File: src/sv/pst_pkg.sv
// Shared types and constants for the priority schedule timing block.
// No dependencies; the interfaces, cell, top level and testbench import this package.
package pst_pkg;

  localparam int BURST_W = 16;
  localparam int PRIO_W  = 8;
  localparam int ID_W    = 4;
  localparam int TIME_W  = 20;
  localparam int AVG_W   = 28;
  localparam int FRAC_W  = 8;

  localparam logic [TIME_W-1:0] TIME_MAX = '1;
  localparam logic [AVG_W-1:0]  AVG_MAX  = '1;

  typedef struct packed {
    logic              valid;
    logic [PRIO_W-1:0]  prio;
    logic [BURST_W-1:0] burst;
    logic [ID_W-1:0]    id;
  } job_t;

  typedef enum logic [1:0] {
    CELL_HOLD,
    CELL_INSERT,
    CELL_SHIFT
  } cell_op_t;

endpackage

File: src/sv/pst_if.sv
// Handshake interfaces for the job input and schedule row channels.
// Depends on pst_pkg for field widths.
interface pst_in_if import pst_pkg::*; ();
  logic               valid;
  logic               ready;
  logic [BURST_W-1:0] burst_time;
  logic [PRIO_W-1:0]  priority_req;
  logic               last_job;

  modport source (output valid, burst_time, priority_req, last_job, input ready);
  modport sink   (input valid, burst_time, priority_req, last_job, output ready);
endinterface

interface pst_out_if import pst_pkg::*; ();
  logic               valid;
  logic               ready;
  logic [ID_W-1:0]    job_id;
  logic [PRIO_W-1:0]  job_priority;
  logic [BURST_W-1:0] job_burst;
  logic [TIME_W-1:0]  wait_time;
  logic [TIME_W-1:0]  turnaround_time;
  logic               last_row;
  logic [AVG_W-1:0]   avg_wait_q8;
  logic [AVG_W-1:0]   avg_turnaround_q8;
  logic               jobs_dropped;

  modport source (output valid, job_id, job_priority, job_burst, wait_time, turnaround_time,
                  last_row, avg_wait_q8, avg_turnaround_q8, jobs_dropped, input ready);
  modport sink   (input valid, job_id, job_priority, job_burst, wait_time, turnaround_time,
                  last_row, avg_wait_q8, avg_turnaround_q8, jobs_dropped, output ready);
endinterface

File: src/sv/pst_cell.sv
// One slot of the sorted job chain: stable insert by priority, shift left.
// Depends on pst_pkg.
module pst_cell import pst_pkg::*; (
  input  logic     clk,
  input  logic     rst_n,
  input  cell_op_t op,
  input  job_t     new_job,
  input  job_t     left_job,
  input  logic     left_gb,
  input  job_t     right_job,
  output job_t     job,
  output logic     gb
);

  job_t job_r, job_nxt;

  // new job goes ahead of this slot only on a strictly smaller priority number
  assign gb  = job_r.valid && (new_job.prio < job_r.prio);
  assign job = job_r;

  always_comb begin
    job_nxt = job_r;
    case (op)
      CELL_INSERT: begin
        if (left_gb) begin
          job_nxt = left_job;
        end else if (gb) begin
          job_nxt = new_job;
        end else if (!job_r.valid && left_job.valid) begin
          job_nxt = new_job;
        end
      end
      CELL_SHIFT: job_nxt = right_job;
      default:    job_nxt = job_r;
    endcase
  end

  always_ff @(posedge clk) begin
    if (!rst_n) begin
      job_r <= '0;
    end else begin
      job_r <= job_nxt;
    end
  end

endmodule

File: src/sv/pst_div.sv
// Restoring divider, one quotient bit per cycle.
// Depends on nothing outside this file.
module pst_div #(
  parameter int DW = 32,
  parameter int NW = 5
) (
  input  logic          clk,
  input  logic          rst_n,
  input  logic          start,
  input  logic [DW-1:0] dividend,
  input  logic [NW-1:0] divisor,
  output logic          done,
  output logic [DW-1:0] quotient
);

  localparam int CW = $clog2(DW + 1);

  logic [DW-1:0] quo_r;
  logic [NW-1:0] rem_r;
  logic [NW-1:0] den_r;
  logic [CW-1:0] cnt_r;
  logic          busy_r;
  logic          done_r;
  logic [NW:0]   rem_sh;
  logic [NW:0]   diff;
  logic          ge;

  assign rem_sh   = {rem_r, quo_r[DW-1]};
  assign diff     = rem_sh - {1'b0, den_r};
  assign ge       = rem_sh >= {1'b0, den_r};
  assign done     = done_r;
  assign quotient = quo_r;

  always_ff @(posedge clk) begin
    if (!rst_n) begin
      busy_r <= 1'b0;
      done_r <= 1'b0;
      cnt_r  <= '0;
    end else if (start) begin
      busy_r <= 1'b1;
      done_r <= 1'b0;
      cnt_r  <= CW'(DW);
      quo_r  <= dividend;
      rem_r  <= '0;
      den_r  <= divisor;
    end else if (busy_r) begin
      quo_r <= {quo_r[DW-2:0], ge};
      rem_r <= ge ? diff[NW-1:0] : rem_sh[NW-1:0];
      cnt_r <= cnt_r - 1'b1;
      if (cnt_r == CW'(1)) begin
        busy_r <= 1'b0;
        done_r <= 1'b1;
      end
    end
  end

endmodule

File: src/sv/priority_schedule_timing.sv
// Top level: non-preemptive priority schedule with wait and turnaround times.
// Depends on pst_pkg, pst_if, pst_cell and pst_div.
//
//   channel  dir  contents                                  handshake
//   in_ch    in   burst_time, priority_req, last_job        valid/ready
//   out_ch   out  job row, times, averages, drop flag       valid/ready
//
// Jobs load one per cycle while in S_LOAD into a chain of MAX_JOBS cells kept sorted on insert.
// After the last job the chain rotates once to total the times, then two serial
// dividers run side by side for the averages, then rows leave one per cycle, while
// the output is not stalled, through an output register.
// Reset clears the cell valid bits, counters and state; no clearing pass.
// A stalled output holds the chain; inputs are taken only while loading.
module priority_schedule_timing import pst_pkg::*; #(
  parameter int MAX_JOBS = 16
) (
  input  logic  clk,
  input  logic  rst_n,
  pst_in_if.sink    in_ch,
  pst_out_if.source out_ch
);

  localparam int NW  = $clog2(MAX_JOBS + 1);
  localparam int EW  = BURST_W + NW;
  localparam int SW  = TIME_W + NW;
  localparam int DW  = SW + FRAC_W;
  localparam int IXW = $clog2(MAX_JOBS);

  typedef enum logic [1:0] {S_LOAD, S_SUM, S_DIV, S_EMIT} state_t;

  state_t        state_r;
  logic [NW-1:0] count_r;
  logic          ovf_r;
  logic [NW-1:0] left_r;
  logic [IXW-1:0] idx_r;
  logic [EW-1:0] el_r;
  logic [SW-1:0] wsum_r;
  logic [SW-1:0] tsum_r;
  logic          div_start;
  logic          div_go_r;
  logic          wdone, tdone;
  logic [DW-1:0] wq, tq;

  job_t     chain   [MAX_JOBS];
  logic     gbv     [MAX_JOBS];
  job_t     new_job;
  job_t     tail_in;
  cell_op_t op;

  logic in_acc;
  logic out_load;
  logic [TIME_W-1:0] w_cur;
  logic [TIME_W:0]   t_raw;
  logic [TIME_W-1:0] t_cur;

  logic               out_v_r;
  logic [ID_W-1:0]    o_id_r;
  logic [PRIO_W-1:0]  o_prio_r;
  logic [BURST_W-1:0] o_burst_r;
  logic [TIME_W-1:0]  o_wait_r, o_turn_r;
  logic               o_last_r, o_drop_r;
  logic [AVG_W-1:0]   o_aw_r, o_at_r;

  assign in_ch.ready = (state_r == S_LOAD);
  assign in_acc      = in_ch.valid && in_ch.ready;
  assign out_load    = (state_r == S_EMIT) && (!out_v_r || out_ch.ready);

  assign new_job = {1'b1, in_ch.priority_req, in_ch.burst_time, ID_W'(count_r)};

  always_comb begin
    op = CELL_HOLD;
    if (in_acc && (count_r < NW'(MAX_JOBS))) begin
      op = CELL_INSERT;
    end else if (state_r == S_SUM || out_load) begin
      op = CELL_SHIFT;
    end
  end

  // rotate while totaling, drain while emitting
  always_comb begin
    tail_in = chain[0];
    if (state_r != S_SUM) begin
      tail_in.valid = 1'b0;
    end
  end

  for (genvar i = 0; i < MAX_JOBS; i++) begin : g_cell
    job_t lj, rj;
    logic lg;
    if (i == 0) begin : g_head
      always_comb begin
        lj       = new_job;
        lj.valid = 1'b1;
      end
      assign lg = 1'b0;
    end else begin : g_mid
      assign lj = chain[i-1];
      assign lg = gbv[i-1];
    end
    if (i == MAX_JOBS - 1) begin : g_tail
      assign rj = tail_in;
    end else begin : g_body
      assign rj = chain[i+1];
    end
    pst_cell u_cell (
      .clk      (clk),
      .rst_n    (rst_n),
      .op       (op),
      .new_job  (new_job),
      .left_job (lj),
      .left_gb  (lg),
      .right_job(rj),
      .job      (chain[i]),
      .gb       (gbv[i])
    );
  end

  assign w_cur = (el_r > EW'(TIME_MAX)) ? TIME_MAX : TIME_W'(el_r);
  assign t_raw = {1'b0, w_cur} + (TIME_W + 1)'(chain[0].burst);
  assign t_cur = t_raw[TIME_W] ? TIME_MAX : t_raw[TIME_W-1:0];

  assign div_start = (state_r == S_SUM) && (idx_r == IXW'(MAX_JOBS - 1));

  // start in the cycle after the rotation ends so the final sums are in place
  pst_div #(.DW(DW), .NW(NW)) u_wdiv (
    .clk(clk), .rst_n(rst_n), .start(div_go_r),
    .dividend({wsum_r, FRAC_W'(0)}), .divisor(count_r),
    .done(wdone), .quotient(wq)
  );

  pst_div #(.DW(DW), .NW(NW)) u_tdiv (
    .clk(clk), .rst_n(rst_n), .start(div_go_r),
    .dividend({tsum_r, FRAC_W'(0)}), .divisor(count_r),
    .done(tdone), .quotient(tq)
  );

  always_ff @(posedge clk) begin
    if (!rst_n) begin
      state_r  <= S_LOAD;
      count_r  <= '0;
      ovf_r    <= 1'b0;
      out_v_r  <= 1'b0;
      idx_r    <= '0;
      left_r   <= '0;
      div_go_r <= 1'b0;
    end else begin
      div_go_r <= div_start;
      if (out_load) begin
        out_v_r <= 1'b1;
      end else if (out_ch.ready) begin
        out_v_r <= 1'b0;
      end
      case (state_r)
        S_LOAD: begin
          if (in_acc) begin
            if (count_r < NW'(MAX_JOBS)) begin
              count_r <= count_r + 1'b1;
            end else begin
              ovf_r <= 1'b1;
            end
            if (in_ch.last_job) begin
              state_r <= S_SUM;
              idx_r   <= '0;
              el_r    <= '0;
              wsum_r  <= '0;
              tsum_r  <= '0;
            end
          end
        end
        S_SUM: begin
          if (chain[0].valid) begin
            el_r   <= el_r + EW'(chain[0].burst);
            wsum_r <= wsum_r + SW'(w_cur);
            tsum_r <= tsum_r + SW'(t_cur);
          end
          idx_r <= idx_r + 1'b1;
          if (div_start) begin
            state_r <= S_DIV;
          end
        end
        S_DIV: begin
          if (!div_go_r && wdone && tdone) begin
            state_r <= S_EMIT;
            el_r    <= '0;
            left_r  <= count_r;
          end
        end
        S_EMIT: begin
          if (out_load) begin
            el_r   <= el_r + EW'(chain[0].burst);
            left_r <= left_r - 1'b1;
            if (left_r == NW'(1)) begin
              state_r <= S_LOAD;
              count_r <= '0;
              ovf_r   <= 1'b0;
            end
          end
        end
        default: state_r <= S_LOAD;
      endcase
      // row payload
      if (out_load) begin
        o_id_r    <= chain[0].id;
        o_prio_r  <= chain[0].prio;
        o_burst_r <= chain[0].burst;
        o_wait_r  <= w_cur;
        o_turn_r  <= t_cur;
        o_last_r  <= (left_r == NW'(1));
        o_drop_r  <= ovf_r;
        if (left_r == NW'(1)) begin
          o_aw_r <= (wq > DW'(AVG_MAX)) ? AVG_MAX : AVG_W'(wq);
          o_at_r <= (tq > DW'(AVG_MAX)) ? AVG_MAX : AVG_W'(tq);
        end else begin
          o_aw_r <= '0;
          o_at_r <= '0;
        end
      end
    end
  end

  assign out_ch.valid             = out_v_r;
  assign out_ch.job_id            = o_id_r;
  assign out_ch.job_priority      = o_prio_r;
  assign out_ch.job_burst         = o_burst_r;
  assign out_ch.wait_time         = o_wait_r;
  assign out_ch.turnaround_time   = o_turn_r;
  assign out_ch.last_row          = o_last_r;
  assign out_ch.avg_wait_q8       = o_aw_r;
  assign out_ch.avg_turnaround_q8 = o_at_r;
  assign out_ch.jobs_dropped      = o_drop_r;

  a_ovf_flag: assert property (@(posedge clk) disable iff (!rst_n)
    (in_acc && count_r == NW'(MAX_JOBS) && !in_ch.last_job) |=> ovf_r)
    else $error("dropped job not flagged");

  a_emit_head: assert property (@(posedge clk) disable iff (!rst_n)
    (state_r == S_EMIT) |-> chain[0].valid)
    else $error("emitting from an empty cell");

  a_set_close: assert property (@(posedge clk) disable iff (!rst_n)
    (out_load && left_r == NW'(1)) |=> (count_r == '0 && !ovf_r))
    else $error("set not cleared after last row");

  a_turn_ge: assert property (@(posedge clk) disable iff (!rst_n)
    out_v_r |-> (o_turn_r >= o_wait_r))
    else $error("turnaround below wait");

endmodule

File: src/flat_wrapper.sv
// flat-port wrapper written by rule: the top's interface ports become plain ports
module priority_schedule_timing_flat import pst_pkg::*;
#(
  parameter int MAX_JOBS = 16
)
  (clk, rst_n, in_ch_valid, in_ch_burst_time, in_ch_priority_req, in_ch_last_job, in_ch_ready, out_ch_valid, out_ch_job_id, out_ch_job_priority, out_ch_job_burst, out_ch_wait_time, out_ch_turnaround_time, out_ch_last_row, out_ch_avg_wait_q8, out_ch_avg_turnaround_q8, out_ch_jobs_dropped, out_ch_ready);
  pst_in_if in_ch_i ();
  pst_out_if out_ch_i ();
  input  logic clk;
  input  logic rst_n;
  input wire logic [$bits(in_ch_i.valid)-1:0] in_ch_valid;
  input wire logic [$bits(in_ch_i.burst_time)-1:0] in_ch_burst_time;
  input wire logic [$bits(in_ch_i.priority_req)-1:0] in_ch_priority_req;
  input wire logic [$bits(in_ch_i.last_job)-1:0] in_ch_last_job;
  output wire logic [$bits(in_ch_i.ready)-1:0] in_ch_ready;
  output wire logic [$bits(out_ch_i.valid)-1:0] out_ch_valid;
  output wire logic [$bits(out_ch_i.job_id)-1:0] out_ch_job_id;
  output wire logic [$bits(out_ch_i.job_priority)-1:0] out_ch_job_priority;
  output wire logic [$bits(out_ch_i.job_burst)-1:0] out_ch_job_burst;
  output wire logic [$bits(out_ch_i.wait_time)-1:0] out_ch_wait_time;
  output wire logic [$bits(out_ch_i.turnaround_time)-1:0] out_ch_turnaround_time;
  output wire logic [$bits(out_ch_i.last_row)-1:0] out_ch_last_row;
  output wire logic [$bits(out_ch_i.avg_wait_q8)-1:0] out_ch_avg_wait_q8;
  output wire logic [$bits(out_ch_i.avg_turnaround_q8)-1:0] out_ch_avg_turnaround_q8;
  output wire logic [$bits(out_ch_i.jobs_dropped)-1:0] out_ch_jobs_dropped;
  input wire logic [$bits(out_ch_i.ready)-1:0] out_ch_ready;
  assign in_ch_i.valid = in_ch_valid;
  assign in_ch_i.burst_time = in_ch_burst_time;
  assign in_ch_i.priority_req = in_ch_priority_req;
  assign in_ch_i.last_job = in_ch_last_job;
  assign in_ch_ready = in_ch_i.ready;
  assign out_ch_valid = out_ch_i.valid;
  assign out_ch_job_id = out_ch_i.job_id;
  assign out_ch_job_priority = out_ch_i.job_priority;
  assign out_ch_job_burst = out_ch_i.job_burst;
  assign out_ch_wait_time = out_ch_i.wait_time;
  assign out_ch_turnaround_time = out_ch_i.turnaround_time;
  assign out_ch_last_row = out_ch_i.last_row;
  assign out_ch_avg_wait_q8 = out_ch_i.avg_wait_q8;
  assign out_ch_avg_turnaround_q8 = out_ch_i.avg_turnaround_q8;
  assign out_ch_jobs_dropped = out_ch_i.jobs_dropped;
  assign out_ch_i.ready = out_ch_ready;
  priority_schedule_timing #(.MAX_JOBS(MAX_JOBS)) u_core (.clk(clk), .rst_n(rst_n), .in_ch(in_ch_i), .out_ch(out_ch_i));
endmodule
File: config.mk
export PLATFORM = sky130hd
export DESIGN_NAME = priority_schedule_timing_flat
export DESIGN_NICKNAME = d
export VERILOG_FILES = /design/src/sv/pst_pkg.sv /design/src/sv/pst_if.sv /design/src/sv/pst_cell.sv /design/src/sv/pst_div.sv /design/src/sv/priority_schedule_timing.sv /design/src/flat_wrapper.sv
export SDC_FILE = /design/constraint.sdc
export NUM_CORES = 2
export LEC_CHECK = 0
export ABC_CLOCK_PERIOD_IN_PS = 6900
export BUFFER_PORTS_ARGS = -buffer_cell sky130_fd_sc_hd__buf_4
export CAP_MARGIN = 0
export CORE_AREA = 2 2 331 333
export CTS_CLUSTER_SIZE = 40
export DETAILED_ROUTE_END_ITERATION = 12
export DIE_AREA = 0 0 333 335
export PLACE_DENSITY = 0.73
export SLEW_MARGIN = 20
export SYNTH_ARGS = -nofsm -noshare
export SYNTH_HDL_FRONTEND = slang
export SYNTH_HIERARCHICAL = 1
export SYNTH_SLANG_ARGS = --single-unit
File: constraint.sdc
create_clock -name clk -period 6.9 [get_ports clk]
set_clock_uncertainty 0.1 [all_clocks]
set_input_delay 1.38 -clock clk [delete_from_list [all_inputs] [get_ports clk]]
set_output_delay 1.38 -clock clk [all_outputs]
set_load 0.1 [all_outputs]
# == Yosys cells after proc, flatten, opt, wreduce, memory -nomap -nowiden ==
# Cells that the tools add are included.
# classes
n_shift,0
div,0
addsub,11
magnitude_cmp,22
n_mul,0
eq_ne,35
n_reduce_logical,94
n_mux,125
bitwise_logic,1
# ops
cell,count
two-way mux 29 bit,45
one-hot mux 29 bit (2 select lines),16
two-way mux 33 bit,4
less-than comparator 8 bit,16
two-way mux 28 bit,4
two-way mux 21 bit,5
two-way mux 25 bit,4
one-hot mux 25 bit (2 select lines),2
one-hot mux 21 bit (4 select lines),1
greater-than comparator 33 x 28 -> 1 bit (second input constant),2
!= test 4 bit (second input constant),13
adder 25 x 20 -> 25 bit,2
two-way mux 5 bit,10
AND reduction 2 bit,22
two-way mux 20 bit,2
logical AND 1 bit,37
two-way mux 6 bit,4
adder 20 x 16 -> 21 bit,1
adder 21 x 16 -> 21 bit,1
greater-than comparator 21 x 20 -> 1 bit (second input constant),1
one-hot mux 5 bit (2 select lines),2
zero test 1 bit,17
two-way mux 2 bit,8
AND reduction 5 bit,3
28 further kinds,66
# totals
romBits,0
ff_bits,777
memories,0
inputBits,29
out_inout_bits,128
wordCells,386
mem_bits_rw,0
latchBits,0

# == Longest topological paths before layout ==
# logic_depth
depth_word,9
ltp_mapped,20
depth_no_buf,19

# == Hierarchy ==
# Netlist, hierarchy kept.
# modules_own_cells
mod,seq_area_each_um2,area_per_inst_um2,cells_per_inst,instances
pst_cell,580.6,1965.6,256,16
priority_schedule_timing,6296.0,12192.9,1098,1
pst_div,1451.4,2319.7,159,2

# == Least setup slack after synthesis ==
# No wires, ideal clock.
# synth_timing
kind,in2reg
start,in rst_n
end,"reg u_core.o_at_r[0], in the netlist u_core/out_ch.avg_turnaround_q8[0] (enable)"
stages,2
setup_slack_ns,1.683
path_buffers,1
required_time_ns,6.299
t_arrival_ns,4.616
setup_time_ns,0.501
cell_sequence,clkbuf_1 and3_1
# synth_between
elab_chain_len,1
# synth_rtl
element,line,rtl
from (decl),flat_wrapper.sv:10,input logic rst_n;
AND reduction 2 bit (no line),-,
to (signal assigned),priority_schedule_timing.sv:212,o_at_r <= (tq > DW'(AVG_MAX)) ? AVG_MAX : AVG_W'(tq);
to (decl),priority_schedule_timing.sv:62,"logic [AVG_W-1:0] o_aw_r, o_at_r;"
# No other way between the ends.
# A chain may end at the register's enable or synchronous reset.

# == Worst setup path in the final report ==
# layout_timing
start,reg u_core.el_r[20]
end,"reg u_core.tsum_r[22], data pin"
# layout_between
elab_chain_len,7
# layout_rtl
element,line,rtl
from (decl),priority_schedule_timing.sv:36,logic [EW-1:0] el_r;
from (signal assigned),priority_schedule_timing.sv:172,el_r <= el_r + EW'(chain[0].burst);
from (signal assigned),priority_schedule_timing.sv:190,el_r <= el_r + EW'(chain[0].burst);
greater-than comparator 21 x 20 -> 1 bit,priority_schedule_timing.sv:118,assign w_cur = (el_r > EW'(TIME_MAX)) ? TIME_MAX : TIME_W'(el_r);
two-way mux 20 bit,priority_schedule_timing.sv:118,
named net u_core.w_cur[0],priority_schedule_timing.sv:52,logic [TIME_W-1:0] w_cur;
adder 20 x 16 -> 21 bit,priority_schedule_timing.sv:119,"assign t_raw = {1'b0, w_cur} + (TIME_W + 1)'(chain[0].burst);"
two-way mux 20 bit,priority_schedule_timing.sv:120,assign t_cur = t_raw[TIME_W] ? TIME_MAX : t_raw[TIME_W-1:0];
named net u_core.t_cur[0],priority_schedule_timing.sv:54,logic [TIME_W-1:0] t_cur;
adder 25 x 20 -> 25 bit,priority_schedule_timing.sv:174,tsum_r <= tsum_r + SW'(t_cur);
two-way mux 25 bit,priority_schedule_timing.sv:171,if (chain[0].valid) begin
one-hot mux 25 bit (2 select lines),priority_schedule_timing.sv:153,case (state_r)
to (signal assigned),priority_schedule_timing.sv:174,
to (decl),priority_schedule_timing.sv:38,logic [SW-1:0] tsum_r;
# The timed path passes the listed nets, and every way through them passes these cells. The select of a mux whose other input is x is not followed.

==> flow_summary_export.csv <==
group,metric,value,unit
status,status,"completed",
place,routabilityCongestion,0.876,
drt,wirelength,132000,um
clock_network,path_clk_slew,60,ps
place,port_buffers,156,
synth,netlist_area,48300,um^2
drt,antenna_left,0,
sta,rsz0062_at_grt,"false",
sta,fin_tns_setup,0,ps
worst_setup_path,cp_common_cell,"nand2b_1",
clock_network,cts_resized,0,
worst_setup_path,crit_arrival,5760,ps
final_layout,final_nets,5789,
final_layout,drive_gt1_frac,0.0906,
sta,maxSlewHeadroom,0.242,
worst_setup_path,crit_path_max_incr_delay,720,ps
sta,setup_violations,0,
drt,viasPerCell,5.61,
clock_network,cts_buffers,89,
floorplan,io_pins,157,
drt,vias,39300,
sta,tightest_slew,1140,ps
floorplan,start_util,0.447,
worst_setup_path,cp_max_fo,22,
worst_setup_path,crit_slowest_cell,"edfxtp_1",
global_route,grt_pass1_vias,36700,
global_route,antenna_found_initial,0,
clock_network,insertion_delay,670,ps
sta,hold_violations,0,
worst_setup_path,critPathCaptureType,"flip-flop",
final_layout,fillCellCount,10100,
pwr,total_power,23.7,mW
drt,drt_iter0_drc,3439,
worst_setup_path,required,7200,ps
floorplan,die-area,112000,um^2
worst_setup_path,setup.worst_path.class,"reg -> reg",
clock_network,cts_tree,"yes",
pwr,p_per_area,442,nW/um^2
global_route,grt_pass1_wl,207000,um
global_route,grt_overflow,0,
clock_network,clkSinkCount,782,
sta,timing.final.crit_share,0.792,
worst_setup_path,critPathLaunchType,"flip-flop",
hold_path,hp-class,"reg -> reg",
clock_network,clk_path_buf_depth,3,
final_layout,syn2layout_area_growth,10.9,%
clock_network,cts_hold_buf,0,
floorplan,dieWidth,333,um
pwr,vdd_drop_max,0.336,mV
clock_network,cts_max_level,3,
drt,wire_per_inst,18.9,um
synth,avgSynthCellArea,8.76,um^2
global_route,track_usage,0.228,
clock_network,post_cts_buffers,0,
floorplan,die_h,335,um
place,dp_hpwl,89600,um
sta,slew_violations,0,
floorplan,rows,121,
sta,max_freq,0.183,GHz
final_layout,antenna-diode-count,0,
job,cap_viol_max_count,0,
drt,drc,0,
sta,fin_crit,5460,ps
pwr,p_leak,20.7,nW
clock_network,cts_root_buf,"clkbuf_16",
synth,syn_inst,5511,
global_route,grt_max_degree,284,
drt,dr.pass1.iters,6,
synth,ys_warn_count,6,
floorplan,core,108000,um^2
worst_setup_path,path_cells,"or2_2, ha_1, inv_1, fa_1, nand2b_1, a21oi_1, o2111ai_1, a21oi_2, nand3_2, buf_4, nand2b_1, ha_1, inv_1, fa_1, nand2b_1, a211oi_2, o2111ai_1, o211ai_2, nand4_1, mux2i_1",
[layout make-up]
type,instances,area (um^2),area share
Sequential cell,782,18500,0.345
Timing Repair Buffer,216,1690,0.0315
Inverter,209,785,0.0147
Clock buffer,124,2530,0.0473
Tap cell,1414,1770,0.0330
Multi-Input combinational cell,4218,27800,0.520
Clock inverter,36,460,0.00860
[state kept, by name, indices dropped and copies added (netlist names), 6 cells and up]
signal	count
u_core/el_r	21
u_core/g_cell.u_cell/job	464
u_core/out_ch.avg_turnaround_q8	28
u_core/out_ch.avg_wait_q8	28
u_core/out_ch.job_burst	16
u_core/out_ch.job_priority	8
u_core/out_ch.turnaround_time	20
u_core/out_ch.wait_time	20
u_core/tsum_r	25
u_core/u_tdiv/cnt_r	6
u_core/u_tdiv/quotient	33
u_core/u_wdiv/cnt_r	6
u_core/u_wdiv/quotient	33
u_core/wsum_r	25
[worst paths after layout]
check             slack, ps  cells past startpoint             from                          to
setup / recovery       1440                     20  u_core/el_r[20]           u_core/tsum_r[22]
setup reg to reg       1440                     20  u_core/el_r[20]           u_core/tsum_r[22]
hold reg to reg         330                      0     u_core/ovf_r  u_core/out_ch.jobs_dropped
hold / removal          330                      0     u_core/ovf_r  u_core/out_ch.jobs_dropped
[power by group]
group / switching (mW) / internal, mW
Clock: 2.00 / 2.90
Sequential: 1.50 / 6.29
Combinational: 6.61 / 4.35
[routing by layer]
metal	global-route usage	part of all wire
met1	0.315	0.45
met5	0	0
met3	0.0280	0.055
met4	0.0645	0.023
met2	0.376	0.47
[stage by stage]
stage               instances  setup WS, ps  instance area, um^2  hold WS (ps)  utilization
floorplan                5546          1680                48400           302            -
global placement         6838          1610                50500           320        0.467
detailed placement       6838          1530                50500           319        0.467
CTS                      6998          1490                53500           328        0.495
global route             6999          1010                53500           341        0.495
finish                   6999          1440                53500           333        0.495
[critical path: cells and delay by family (launching register included)]
| family | cells | cell delay [ps] |
|---|---|---|
| compound gates | 6 | 1680 |
| flops | 1 | 720 |
| buf+inv | 3 | 360 |
| fa+ha+maj | 4 | 1160 |
| mux | 1 | 150 |
| simple gates | 6 | 1010 |
[layout by cell type (no fill, tap or decap), types with 12 or more instances in the layout]
cell type and n:
inv_1 208, a211oi_1 22, clkinv_2 12, edfxtp_1 283, conb_1 37, nand2_1 1538, clkbuf_1 20, dfxtp_1 496
clkbuf_8 13, a2111o_1 16, o211ai_1 12, nor2b_1 33, a21o_1 23, mux2_2 66, nor3_1 33, o21ai_1 14
o21a_1 83, xor2_1 24, nor2_1 130, o2111ai_1 19, xnor2_1 28, nor3b_1 25, mux2i_1 946, nand3_1 26
nand2b_1 63, buf_4 211, a31oi_4 15, o21ai_0 521, clkbuf_16 91, nand4_1 29, or2_2 22, a21oi_1 99
ha_1 226, and2_1 17, a31oi_1 14
Power figures use the tool's default switching activity.
